### config.mk
export PLATFORM = sky130hd
export DESIGN_NAME = bcd_rtc_to_epoch_seconds
export DESIGN_NICKNAME = d
export VERILOG_FILES = /design/src/hdl/bcdep_pkg.sv /design/src/hdl/bcdep_decode.sv /design/src/hdl/bcdep_days.sv /design/src/hdl/bcdep_time.sv /design/src/hdl/bcd_rtc_to_epoch_seconds.sv
export VERILOG_INCLUDE_DIRS = /design/src /design/src/hdl
export SDC_FILE = /design/constraint.sdc
export NUM_CORES = 1
export LEC_CHECK = 0
export BUFFER_PORTS_ARGS = -buffer_cell sky130_fd_sc_hd__buf_2
export CORE_ASPECT_RATIO = 0.75
export CORE_MARGIN = 8
export CORE_UTILIZATION = 65
export DETAILED_ROUTE_END_ITERATION = 12
export PLACE_DENSITY = 0.81
export SYNTH_ARGS = -nofsm -noshare
export SYNTH_HDL_FRONTEND = slang
export SYNTH_SLANG_ARGS = --single-unit
### constraint.sdc
create_clock -name clk -period 10.6 [get_ports clk]
set_input_delay 2.12 -clock clk [delete_from_list [all_inputs] [get_ports clk]]
set_output_delay 2.12 -clock clk [all_outputs]
set_load 0.02 [all_outputs]
### src/hdl/bcd_rtc_to_epoch_seconds_macros.svh
// Assertion macros for the BCD clock to epoch converter.
// Each macro takes a label, the clock, the active-low reset, a condition and a
// consequence. The first checks the consequence in the same cycle, the second
// in the cycle after.
`ifndef BCD_RTC_TO_EPOCH_SECONDS_MACROS_SVH
`define BCD_RTC_TO_EPOCH_SECONDS_MACROS_SVH

`ifndef SYNTH

`define BCDEP_ASSERT_SAME(lbl, clk_s, rst_s, ante, cons) \
    lbl: assert property (@(posedge clk_s) disable iff (!rst_s) (ante) |-> (cons)) \
        else $error("assertion failed: same-cycle check");

`define BCDEP_ASSERT_NEXT(lbl, clk_s, rst_s, ante, cons) \
    lbl: assert property (@(posedge clk_s) disable iff (!rst_s) (ante) |=> (cons)) \
        else $error("assertion failed: next-cycle check");

`else

`define BCDEP_ASSERT_SAME(lbl, clk_s, rst_s, ante, cons)

`define BCDEP_ASSERT_NEXT(lbl, clk_s, rst_s, ante, cons)

`endif

`endif

### src/hdl/bcdep_pkg.sv
`timescale 1ns / 1ps

package bcdep_pkg;

    // Calendar constants.
    localparam int EPOCH_YEAR    = 1970;
    localparam int BASE_YEAR     = 2000;
    localparam int CENTURY       = 100;
    localparam int DAYS_PER_YEAR = 365;
    localparam int HOURS_PER_DAY = 24;
    localparam int MIN_PER_HOUR  = 60;
    localparam int SEC_PER_MIN   = 60;

    // Years from the epoch to the base year of the two-digit year.
    localparam int YEAR_OFFSET = BASE_YEAR - EPOCH_YEAR;
    // Leap days before year 2000+yy, counted from the epoch, are (yy + LEAP_BIAS) / 4.
    // Inside 1970..2099 every fourth year is a leap year, 2000 included.
    localparam int LEAP_BIAS = BASE_YEAR - EPOCH_YEAR + 1;

    localparam int SEC_MAX   = 59;
    localparam int MIN_MAX   = 59;
    localparam int HOUR_MAX  = 23;
    localparam int DAY_MIN   = 1;
    localparam int DAY_MAX   = 31;
    localparam int MONTH_MIN = 1;
    localparam int MONTH_MAX = 12;
    localparam int FEBRUARY  = 2;

    localparam logic [15:0] DAYS_LIMIT = 16'd47482;
    localparam logic [31:0] EPOCH_LIMIT = 32'd4102444799;

    typedef struct packed {
        logic [7:0] sec_bcd;
        logic [7:0] min_bcd;
        logic [7:0] hour_bcd;
        logic [7:0] day_bcd;
        logic [7:0] month_bcd;
        logic [7:0] year_bcd;
    } rtc_item_t;

    typedef struct packed {
        logic [31:0] epoch_seconds;
        logic        time_valid;
    } epoch_item_t;

    // Decoded fields after the first stage.
    typedef struct packed {
        logic       ok;
        logic [5:0] sec;
        logic [5:0] min;
        logic [4:0] hour;
        logic [4:0] day;
        logic [3:0] month;
        logic [6:0] yy;
    } dec_t;

    // Day count plus the time of day after the second stage.
    typedef struct packed {
        logic        ok;
        logic [15:0] days;
        logic [4:0]  hour;
        logic [5:0]  min;
        logic [5:0]  sec;
    } days_t;

    function automatic logic bcd_digits_ok(input logic [7:0] b);
        return (b[7:4] <= 4'd9) && (b[3:0] <= 4'd9);
    endfunction

    // Tens times ten plus units; tens*10 is formed as tens*8 + tens*2.
    function automatic logic [7:0] bcd_to_bin(input logic [7:0] b);
        logic [7:0] tens;
        tens = {4'd0, b[7:4]};
        return (tens << 3) + (tens << 1) + {4'd0, b[3:0]};
    endfunction

    function automatic logic [8:0] days_before_month(input logic [3:0] month);
        logic [8:0] d;
        unique case (month)
            4'd1:    d = 9'd0;
            4'd2:    d = 9'd31;
            4'd3:    d = 9'd59;
            4'd4:    d = 9'd90;
            4'd5:    d = 9'd120;
            4'd6:    d = 9'd151;
            4'd7:    d = 9'd181;
            4'd8:    d = 9'd212;
            4'd9:    d = 9'd243;
            4'd10:   d = 9'd273;
            4'd11:   d = 9'd304;
            4'd12:   d = 9'd334;
            default: d = 9'd0;
        endcase
        return d;
    endfunction

endpackage

### src/hdl/bcdep_decode.sv
`timescale 1ns / 1ps

// First stage: BCD to binary and the range checks.
module bcdep_decode
    import bcdep_pkg::*;
(
    input  logic      clk,
    input  logic      rst_n,
    input  logic      src_valid,
    output logic      src_ready,
    input  rtc_item_t src_item,
    output logic      dst_valid,
    input  logic      dst_ready,
    output dec_t      dst_item
);

    logic       valid_reg;
    logic       valid_next;
    dec_t       item_reg;
    dec_t       item_next;
    logic [7:0] sec_b;
    logic [7:0] min_b;
    logic [7:0] hour_b;
    logic [7:0] day_b;
    logic [7:0] month_b;
    logic [7:0] year_b;
    logic       digits_ok;
    logic       range_ok;

    always_comb
    begin
        sec_b   = bcd_to_bin(src_item.sec_bcd);
        min_b   = bcd_to_bin(src_item.min_bcd);
        hour_b  = bcd_to_bin(src_item.hour_bcd);
        day_b   = bcd_to_bin(src_item.day_bcd);
        month_b = bcd_to_bin(src_item.month_bcd);
        year_b  = bcd_to_bin(src_item.year_bcd);

        digits_ok = bcd_digits_ok(src_item.sec_bcd) && bcd_digits_ok(src_item.min_bcd)
                 && bcd_digits_ok(src_item.hour_bcd) && bcd_digits_ok(src_item.day_bcd)
                 && bcd_digits_ok(src_item.month_bcd) && bcd_digits_ok(src_item.year_bcd);

        range_ok = (sec_b <= 8'(SEC_MAX)) && (min_b <= 8'(MIN_MAX))
                && (hour_b <= 8'(HOUR_MAX))
                && (day_b >= 8'(DAY_MIN)) && (day_b <= 8'(DAY_MAX))
                && (month_b >= 8'(MONTH_MIN)) && (month_b <= 8'(MONTH_MAX))
                && (year_b < 8'(CENTURY));

        item_next.ok    = digits_ok && range_ok;
        item_next.sec   = sec_b[5:0];
        item_next.min   = min_b[5:0];
        item_next.hour  = hour_b[4:0];
        item_next.day   = day_b[4:0];
        item_next.month = month_b[3:0];
        item_next.yy    = year_b[6:0];
    end

    assign src_ready  = !valid_reg || dst_ready;
    assign valid_next = src_ready ? src_valid : valid_reg;

    always_ff @(posedge clk or negedge rst_n)
    begin
        if (!rst_n)
        begin
            valid_reg <= 1'b0;
        end
        else
        begin
            valid_reg <= valid_next;
        end
    end

    always_ff @(posedge clk)
    begin
        if (src_ready && src_valid)
        begin
            item_reg <= item_next;
        end
    end

    assign dst_valid = valid_reg;
    assign dst_item  = item_reg;

endmodule

### src/hdl/bcdep_days.sv
`timescale 1ns / 1ps

// Second stage: day count since the epoch from year, month and day.
module bcdep_days
    import bcdep_pkg::*;
(
    input  logic  clk,
    input  logic  rst_n,
    input  logic  src_valid,
    output logic  src_ready,
    input  dec_t  src_item,
    output logic  dst_valid,
    input  logic  dst_ready,
    output days_t dst_item
);

    logic        valid_reg;
    logic        valid_next;
    days_t       item_reg;
    days_t       item_next;
    logic [7:0]  years;
    logic [15:0] year_days;
    logic [7:0]  leap_sum;
    logic [5:0]  leap_days;
    logic        leap_year;
    logic        extra_day;

    always_comb
    begin
        years     = {1'b0, src_item.yy} + 8'(YEAR_OFFSET);
        year_days = 16'(years) * 16'(DAYS_PER_YEAR);
        leap_sum  = {1'b0, src_item.yy} + 8'(LEAP_BIAS);
        leap_days = leap_sum[7:2];
        leap_year = (src_item.yy[1:0] == 2'b00);
        extra_day = leap_year && (src_item.month > 4'(FEBRUARY));

        item_next.ok   = src_item.ok;
        item_next.days = year_days + 16'(leap_days)
                       + 16'(days_before_month(src_item.month))
                       + 16'(extra_day) + 16'(src_item.day) - 16'(DAY_MIN);
        item_next.hour = src_item.hour;
        item_next.min  = src_item.min;
        item_next.sec  = src_item.sec;
    end

    assign src_ready  = !valid_reg || dst_ready;
    assign valid_next = src_ready ? src_valid : valid_reg;

    always_ff @(posedge clk or negedge rst_n)
    begin
        if (!rst_n)
        begin
            valid_reg <= 1'b0;
        end
        else
        begin
            valid_reg <= valid_next;
        end
    end

    always_ff @(posedge clk)
    begin
        if (src_ready && src_valid)
        begin
            item_reg <= item_next;
        end
    end

    assign dst_valid = valid_reg;
    assign dst_item  = item_reg;

endmodule

### src/hdl/bcdep_time.sv
`timescale 1ns / 1ps

// Stages three to five: days to hours, hours to minutes, minutes to seconds.
// Each stage is one constant multiply and an add; the last register is the
// output register of the block.
module bcdep_time
    import bcdep_pkg::*;
(
    input  logic        clk,
    input  logic        rst_n,
    input  logic        src_valid,
    output logic        src_ready,
    input  days_t       src_item,
    output logic        dst_valid,
    input  logic        dst_ready,
    output epoch_item_t dst_item
);

    // Hours stage.
    logic        h_valid_reg;
    logic        h_valid_next;
    logic        h_ready;
    logic        h_ok_reg;
    logic [20:0] h_total_reg;
    logic [5:0]  h_min_reg;
    logic [5:0]  h_sec_reg;

    // Minutes stage.
    logic        m_valid_reg;
    logic        m_valid_next;
    logic        m_ready;
    logic        m_ok_reg;
    logic [26:0] m_total_reg;
    logic [5:0]  m_sec_reg;

    // Seconds stage, the output register.
    logic        s_valid_reg;
    logic        s_valid_next;
    logic        s_ready;
    epoch_item_t s_item_reg;
    logic [31:0] s_total;

    assign s_ready = !s_valid_reg || dst_ready;
    assign m_ready = !m_valid_reg || s_ready;
    assign h_ready = !h_valid_reg || m_ready;

    assign h_valid_next = h_ready ? src_valid   : h_valid_reg;
    assign m_valid_next = m_ready ? h_valid_reg : m_valid_reg;
    assign s_valid_next = s_ready ? m_valid_reg : s_valid_reg;

    assign s_total = 32'(m_total_reg) * 32'(SEC_PER_MIN) + 32'(m_sec_reg);

    always_ff @(posedge clk or negedge rst_n)
    begin
        if (!rst_n)
        begin
            h_valid_reg <= 1'b0;
            m_valid_reg <= 1'b0;
            s_valid_reg <= 1'b0;
        end
        else
        begin
            h_valid_reg <= h_valid_next;
            m_valid_reg <= m_valid_next;
            s_valid_reg <= s_valid_next;
        end
    end

    always_ff @(posedge clk)
    begin
        if (h_ready && src_valid)
        begin
            h_ok_reg    <= src_item.ok;
            h_total_reg <= 21'(src_item.days) * 21'(HOURS_PER_DAY) + 21'(src_item.hour);
            h_min_reg   <= src_item.min;
            h_sec_reg   <= src_item.sec;
        end
        if (m_ready && h_valid_reg)
        begin
            m_ok_reg    <= h_ok_reg;
            m_total_reg <= 27'(h_total_reg) * 27'(MIN_PER_HOUR) + 27'(h_min_reg);
            m_sec_reg   <= h_sec_reg;
        end
        if (s_ready && m_valid_reg)
        begin
            s_item_reg.time_valid    <= m_ok_reg;
            s_item_reg.epoch_seconds <= m_ok_reg ? s_total : 32'd0;
        end
    end

    assign src_ready = h_ready;
    assign dst_valid = s_valid_reg;
    assign dst_item  = s_item_reg;

endmodule

### src/hdl/bcd_rtc_to_epoch_seconds.sv
// BCD real-time clock date to epoch seconds converter.
// An rtc item carries six BCD bytes as read from a clock chip: seconds,
// minutes, hours (24-hour), day, month and the year within the century,
// taken as 2000 to 2099. An epoch item carries the seconds since
// 1970-01-01 00:00:00 and time_valid. Any nibble above 9 or any field out of
// its calendar range gives time_valid 0 with epoch_seconds 0. A day of 01 to
// 31 is taken in every month; a day past the end of its month runs on into
// the next month.
// Both channels use valid and ready; an item moves on an edge where both are
// high. The block is a five-stage pipeline: decode and range check, day
// count, then one multiply-add stage each for hours, minutes and seconds.
// Epoch_valid rises once an accepted item has passed the decode, day count,
// hours, minutes and seconds registers in that order; one item is taken
// every cycle while epoch_ready stays high.
// When the receiver stalls, the result holds in the output register and the
// stages behind it keep filling up; rtc_ready drops only once every stage
// holds an item. Reset empties all stages; no item is lost or repeated.
`timescale 1ns / 1ps
`include "bcd_rtc_to_epoch_seconds_macros.svh"

module bcd_rtc_to_epoch_seconds
    import bcdep_pkg::*;
(
    input  logic        clk,
    input  logic        rst_n,
    input  logic        rtc_valid,
    output logic        rtc_ready,
    input  rtc_item_t   rtc_item,
    output logic        epoch_valid,
    input  logic        epoch_ready,
    output epoch_item_t epoch_item
);

    // Stage handshakes between the submodules.
    logic  dec_valid;
    logic  dec_ready;
    dec_t  dec_item;
    logic  days_valid;
    logic  days_ready;
    days_t days_item;

    bcdep_decode u_decode (
        .clk       (clk),
        .rst_n     (rst_n),
        .src_valid (rtc_valid),
        .src_ready (rtc_ready),
        .src_item  (rtc_item),
        .dst_valid (dec_valid),
        .dst_ready (dec_ready),
        .dst_item  (dec_item)
    );

    bcdep_days u_days (
        .clk       (clk),
        .rst_n     (rst_n),
        .src_valid (dec_valid),
        .src_ready (dec_ready),
        .src_item  (dec_item),
        .dst_valid (days_valid),
        .dst_ready (days_ready),
        .dst_item  (days_item)
    );

    bcdep_time u_time (
        .clk       (clk),
        .rst_n     (rst_n),
        .src_valid (days_valid),
        .src_ready (days_ready),
        .src_item  (days_item),
        .dst_valid (epoch_valid),
        .dst_ready (epoch_ready),
        .dst_item  (epoch_item)
    );

    // An invalid timestamp must leave the block as zero seconds.
    `BCDEP_ASSERT_SAME(a_invalid_is_zero, clk, rst_n,
        epoch_valid && !epoch_item.time_valid, epoch_item.epoch_seconds == 32'd0)

    // A valid result never passes the end of 2099.
    `BCDEP_ASSERT_SAME(a_epoch_in_range, clk, rst_n,
        epoch_valid && epoch_item.time_valid, epoch_item.epoch_seconds <= EPOCH_LIMIT)

    // The day count of a checked date stays below the end of 2099.
    `BCDEP_ASSERT_SAME(a_days_in_range, clk, rst_n,
        days_valid && days_item.ok, days_item.days < DAYS_LIMIT)

    // A receiver that is ready frees every stage, so the input must be ready.
    `BCDEP_ASSERT_SAME(a_ready_chain, clk, rst_n, epoch_ready, rtc_ready)

endmodule
**After elaboration in Yosys (flattened, before gate mapping)**

Memories as Yosys holds them, arrays and structs flattened. A register that Yosys moved wholly into a read port is not among the register bits.
Index checks and enable logic that the tools add are counted.

- Add/sub/neg operators: 22
- Multiply operators: 4
- Order comparisons: 21
- Mux-type cells: 1
- Reductions and logical operators: 36

Operators with widths:

| kind | number |
|---|---|
| $add 7x5->8 | 6 |
| $add 8x4->8 | 6 |
| $le 4x4->1 const B | 12 |
| $add 32x6->32 | 1 |
| $mul 27x4->30 const B | 1 |
| $add 27x6->27 | 1 |
| $logic_and 1x1->1 | 25 |
| $mul 21x4->25 const B | 1 |
| $add 21x5->21 | 1 |
| $mul 16x2->18 const B | 1 |
| $add 16x1->16 | 1 |
| $add 16x5->16 | 1 |
| $add 16x6->16 | 1 |
| $add 16x9->16 | 1 |
| $add 7x5->8 const B | 2 |
| $ge 8x1->1 const B | 2 |
| $le 8x5->1 const B | 2 |
| $le 8x6->1 const B | 2 |
| $mul 8x9->16 const B | 1 |
| $sub 16x1->16 const B | 1 |
| $le 8x4->1 const B | 1 |
| $lt 8x7->1 const B | 1 |
| $logic_not 1->1 | 5 |
| $logic_or 1x1->1 | 5 |
| other kinds (3) | 3 |

- Flip-flop bits (word level): 174
- Memory bits (read-only): 144
- Input port bits: 52
- Output and inout bits: 35
- Word-level logic and storage cells: 111
- Memories kept: 1

Memories:

| memory | depth | width | rd ports | clocked after Yosys merged registers in | wr ports | RTL line | source |
|---|---|---|---|---|---|---|---|
| (name not given) | 16 | 9 | 1 | 1 | 0 | bcdep_pkg.sv:79 | `unique case (month)` |

**Logic depth before layout (Yosys ltp)**

- Depth after elaboration: 11
- Gate-level depth with buffers: 23
- Mapped depth without buffers: 23

**Hierarchy**

From an unflattened synthesis, not the netlist that was laid out.

- Cell total of the unflattened synthesis: 1630
- Area total of the unflattened synthesis: 17003.8 um^2

Modules (own cells, without submodules):

| module | instances | cells an instance | area each (um^2) | sequential area each (um^2) |
|---|---|---|---|---|
| bcdep_time | 1 | 1090 | 10799.1 | 3108.0 |
| bcdep_days | 1 | 354 | 3814.9 | 1046.0 |
| bcdep_decode | 1 | 186 | 2389.8 | 1046.0 |

**Worst setup path after synthesis**

Ideal clock, no wire load.

- Kind: flip-flop to flip-flop
- Start point: register u_decode.item_reg (netlist bit u_decode.dst_item[1])
- End point: register u_days.item_reg (netlist bit u_days.dst_item[32]) (data pin)
- Setup time: 0.260 ns
- Arrival: 5.260 ns
- Data required time: 10.340 ns
- Slack: 5.080 ns
- Stages on the path, launching flop included: 21
- Buffers on the path: 0
- Period minus slack after synthesis: 5.520 ns
- Cells stage by stage: edfxtp_1 > inv_1 > ha_1 > nand2_1 > o21ai_0 > xor2_1 > fa_1 > fa_1 > inv_1 > fa_1 > fa_1 > ha_1 > a21oi_1 > o21ai_0 > a21oi_1 > o21ai_0 > a211o_1 > a2111oi_0 > o31ai_1 > a21oi_1 > xnor2_1

RTL lines:

| what | RTL line | source |
|---|---|---|
| start: declaration | bcdep_decode.sv:19 | `dec_t item_reg;` |
| start signal: assignment | bcdep_decode.sv:77 | `item_reg <= item_next;` |
| end signal: assignment | bcdep_days.sv:65 | `item_reg <= item_next;` |
| end: declaration | bcdep_days.sv:19 | `days_t item_reg;` |

==> results.toml <==
[logic_synthesis]
ys_types = 90
synth_area_per_cell_sq_um = 10.5
ys_async_sr_fraction_pct = 2.73
synth_seq_cells = 183
synth.net_count = 2016
yosys_warnings = 0
ys.flop_type = "edfxtp_1"
netlist_area_sq_um = 17100
synth-edff-count = 169
synthCells = 1628
seq_area_frac_synth_pct = 31.4

[routing]
topRoutingLayerUsed = "met4"
vias = 11700
first_pass_iters = 5
antenna_left = 0
route.met3.wl_um = 1260
drc_errors = 0
routed_wirelength_um = 32100
dr.first_iter.drc_count = 531
via_per_inst = 5.66
wl_per_cell_um = 15.5
route.met2.wl_um = 16700
drt-met1-wl_um = 13600

[sta]
holdWs_ps = 419
timing.fmax_ghz = 0.161
tightest_slew_ps = 895
slew_viol_final = 0
setup-violations-final = 0
finalCritPeriodShare_pct = 58.6
hold_viol_final = 0
fin_setup_tns_ps = 0
fin_crit_ps = 6220
max-slew-margin-rel_pct = 38.8
final.setup_skew_ps = 15.2
rsz0062_at_grt = "no"

[floorplanning]
initial_core_util_pct = 66.1
die_y_um = 157
core_sq_um = 25900
io_pins = 87
std_cell_rows = 51
fp.dieW_um = 203
die_area_sq_um = 31900

[clock_tree]
cts_setup_buffers = 0
ctsResizeCount = 0
cts_buffer_depth = 2
htree_num_levels = 4
cts_inserted_buffers = 17
cts.clk_slew.worst_paths_ps = 80
cts_sinks = 183
cts_tree = "built"
root_buffer = "clkbuf_16"
ctsHoldBuffers = 0
worstSkewPairLatency_ps = 450

[place]
dpl.cell_count = 2034
portBuffers = 86
gp_congestion = 0.866
hpwlAfterDp_um = 25900

[grt]
grt_max_degree = 41
grt_pass1_vias = 12400
grt_overflow = 0
grt_antenna_before_repair = 0
grt_usage_pct = 21.2
grt_pass1_wl_um = 56300

[cells_and_area]
layout_commonest_cell = "inv_1"
final_cells = 2066
syn_to_final_growth_pct = 8.09
utilization_pct = 71.5
fin_nets = 2097
mostFrequentLayoutCells = "263 x inv_1, 185 x ha_1, 169 x edfxtp_1"
layout-drive-gt1-share_pct = 9.76
diodes = 0

[critical_path]
path_class = "reg -> reg"
cp_data_required_time_ps = 10790
crit_fanout = 6
endpoint_kind = "flip-flop"
critical_path_arrival_ps = 6410
critPathLaunchType = "flip-flop"

[run]
cap_violations = 0

[run_status]
status = "completed"

[worst_hold_path]
hold_path.class = "reg -> reg"
==> cells in the mapped netlist, drive strengths merged, types with 4 or more instances <==
| master | number | area share (%) |
|---|---|---|
| a31oi | 7 | 0.26 |
| a2111oi | 4 | 0.20 |
| ha | 185 | 14 |
| nor3 | 29 | 0.85 |
| o31ai | 5 | 0.33 |
| o211ai | 11 | 0.51 |
| edfxtp | 169 | 30 |
| o31a | 4 | 0.26 |
| nor2 | 87 | 1.9 |
| or2 | 12 | 0.44 |
| nor4 | 7 | 0.26 |
| nor3b | 5 | 0.22 |
| fa | 151 | 18 |
| buf | 7 | 0.26 |
| nand2 | 72 | 1.6 |
| nor2b | 19 | 0.74 |
| dfxtp | 9 | 1.1 |
| a211o | 5 | 0.26 |
| a41oi | 6 | 0.31 |
| o21ai | 53 | 1.6 |
| clkbuf | 22 | 0.48 |
| and2 | 15 | 0.55 |
| mux2i | 9 | 0.53 |
| or3 | 9 | 0.33 |
| dfrtp | 5 | 0.73 |
| o21a | 16 | 0.71 |
| a311oi | 5 | 0.26 |
| xnor2 | 89 | 4.6 |
| nand4 | 18 | 0.69 |
| a211oi | 18 | 1.0 |
| inv | 263 | 5.8 |
| and4 | 5 | 0.27 |
| xor2 | 49 | 2.5 |
| o21bai | 6 | 0.26 |
| a21o | 38 | 1.7 |
| nand2b | 13 | 0.47 |
| nand3 | 47 | 1.4 |
| a21oi | 86 | 2.6 |
| a21boi | 5 | 0.22 |
| and3 | 18 | 0.66 |
==> metal layers <==
metal	up-vias	track usage [%]
li1	5778	-
met1	5641	24.8
met2	222	39.7
met3	48	4.09
met4	0	5.31
met5	-	0
==> critical path, stage by stage (launching register included) <==
cell	delay (ps)
edfxtp_1	490
inv_1	210
ha_1	230
nand2_1	120
nor2_1	180
xnor2_1	160
fa_1	440
ha_1	320
fa_1	490
inv_1	60
fa_1	590
inv_1	60
ha_1	300
a21o_1	170
a21oi_1	250
o21ai_0	110
a21oi_1	230
o21ai_0	160
a211o_1	340
a2111oi_0	600
o31ai_1	170
a21oi_1	200
xnor2_1	80
==> cells by family after synthesis <==
group           synth area share [%]
mux                            0.723
simple gates                    11.1
fa+ha+maj                       31.2
flops                           31.4
buf+inv                         6.53
xor+xnor                        7.06
compound gates                  12.1
==> final timing paths <==
kind / startpoint / end / slack [ps] / depth (start not counted)
worst min-delay path: u_decode.dst_item[22]$_DFFE_PP_ / u_days.dst_item[7]$_DFFE_PP_ / 420 / 0
worst max register to register: u_decode.dst_item[1]$_DFFE_PP_ / u_days.dst_item[32]$_DFFE_PP_ / 4380 / 22
min in group asynchronous: rst_n / u_days.dst_valid$_DFFE_PN0P_ / 1480 / 1
max in group asynchronous: rst_n / u_decode.dst_valid$_DFFE_PN0N_ / 8990 / 1
worst min register to register: u_decode.dst_item[22]$_DFFE_PP_ / u_days.dst_item[7]$_DFFE_PP_ / 420 / 0
worst max-delay path: u_decode.dst_item[1]$_DFFE_PP_ / u_days.dst_item[32]$_DFFE_PP_ / 4380 / 22
==> area by class of cell <==
cell class                      count  area [sq um]
Multi-Input combinational cell   1152         10600
Fill cell                        1856          7390
Sequential cell                   183          5380
Inverter                          264           991
Timing Repair Buffer               91           468
Tap cell                          344           430
Clock buffer                       17           425
Clock inverter                     15           185
==> metrics by stage <==
step | cell area [sq um] | worst slack, ps
floorplan | 17100 | 5080
global route | 18500 | 3930
finish | 18500 | 4380
global placement | 17900 | 4710
detailed placement | 17900 | 4400
CTS | 18500 | 4380
Power is left out: the tool's default activity adds up to more than one toggle a clock period on the data nets, which glitch-free logic cannot reach.
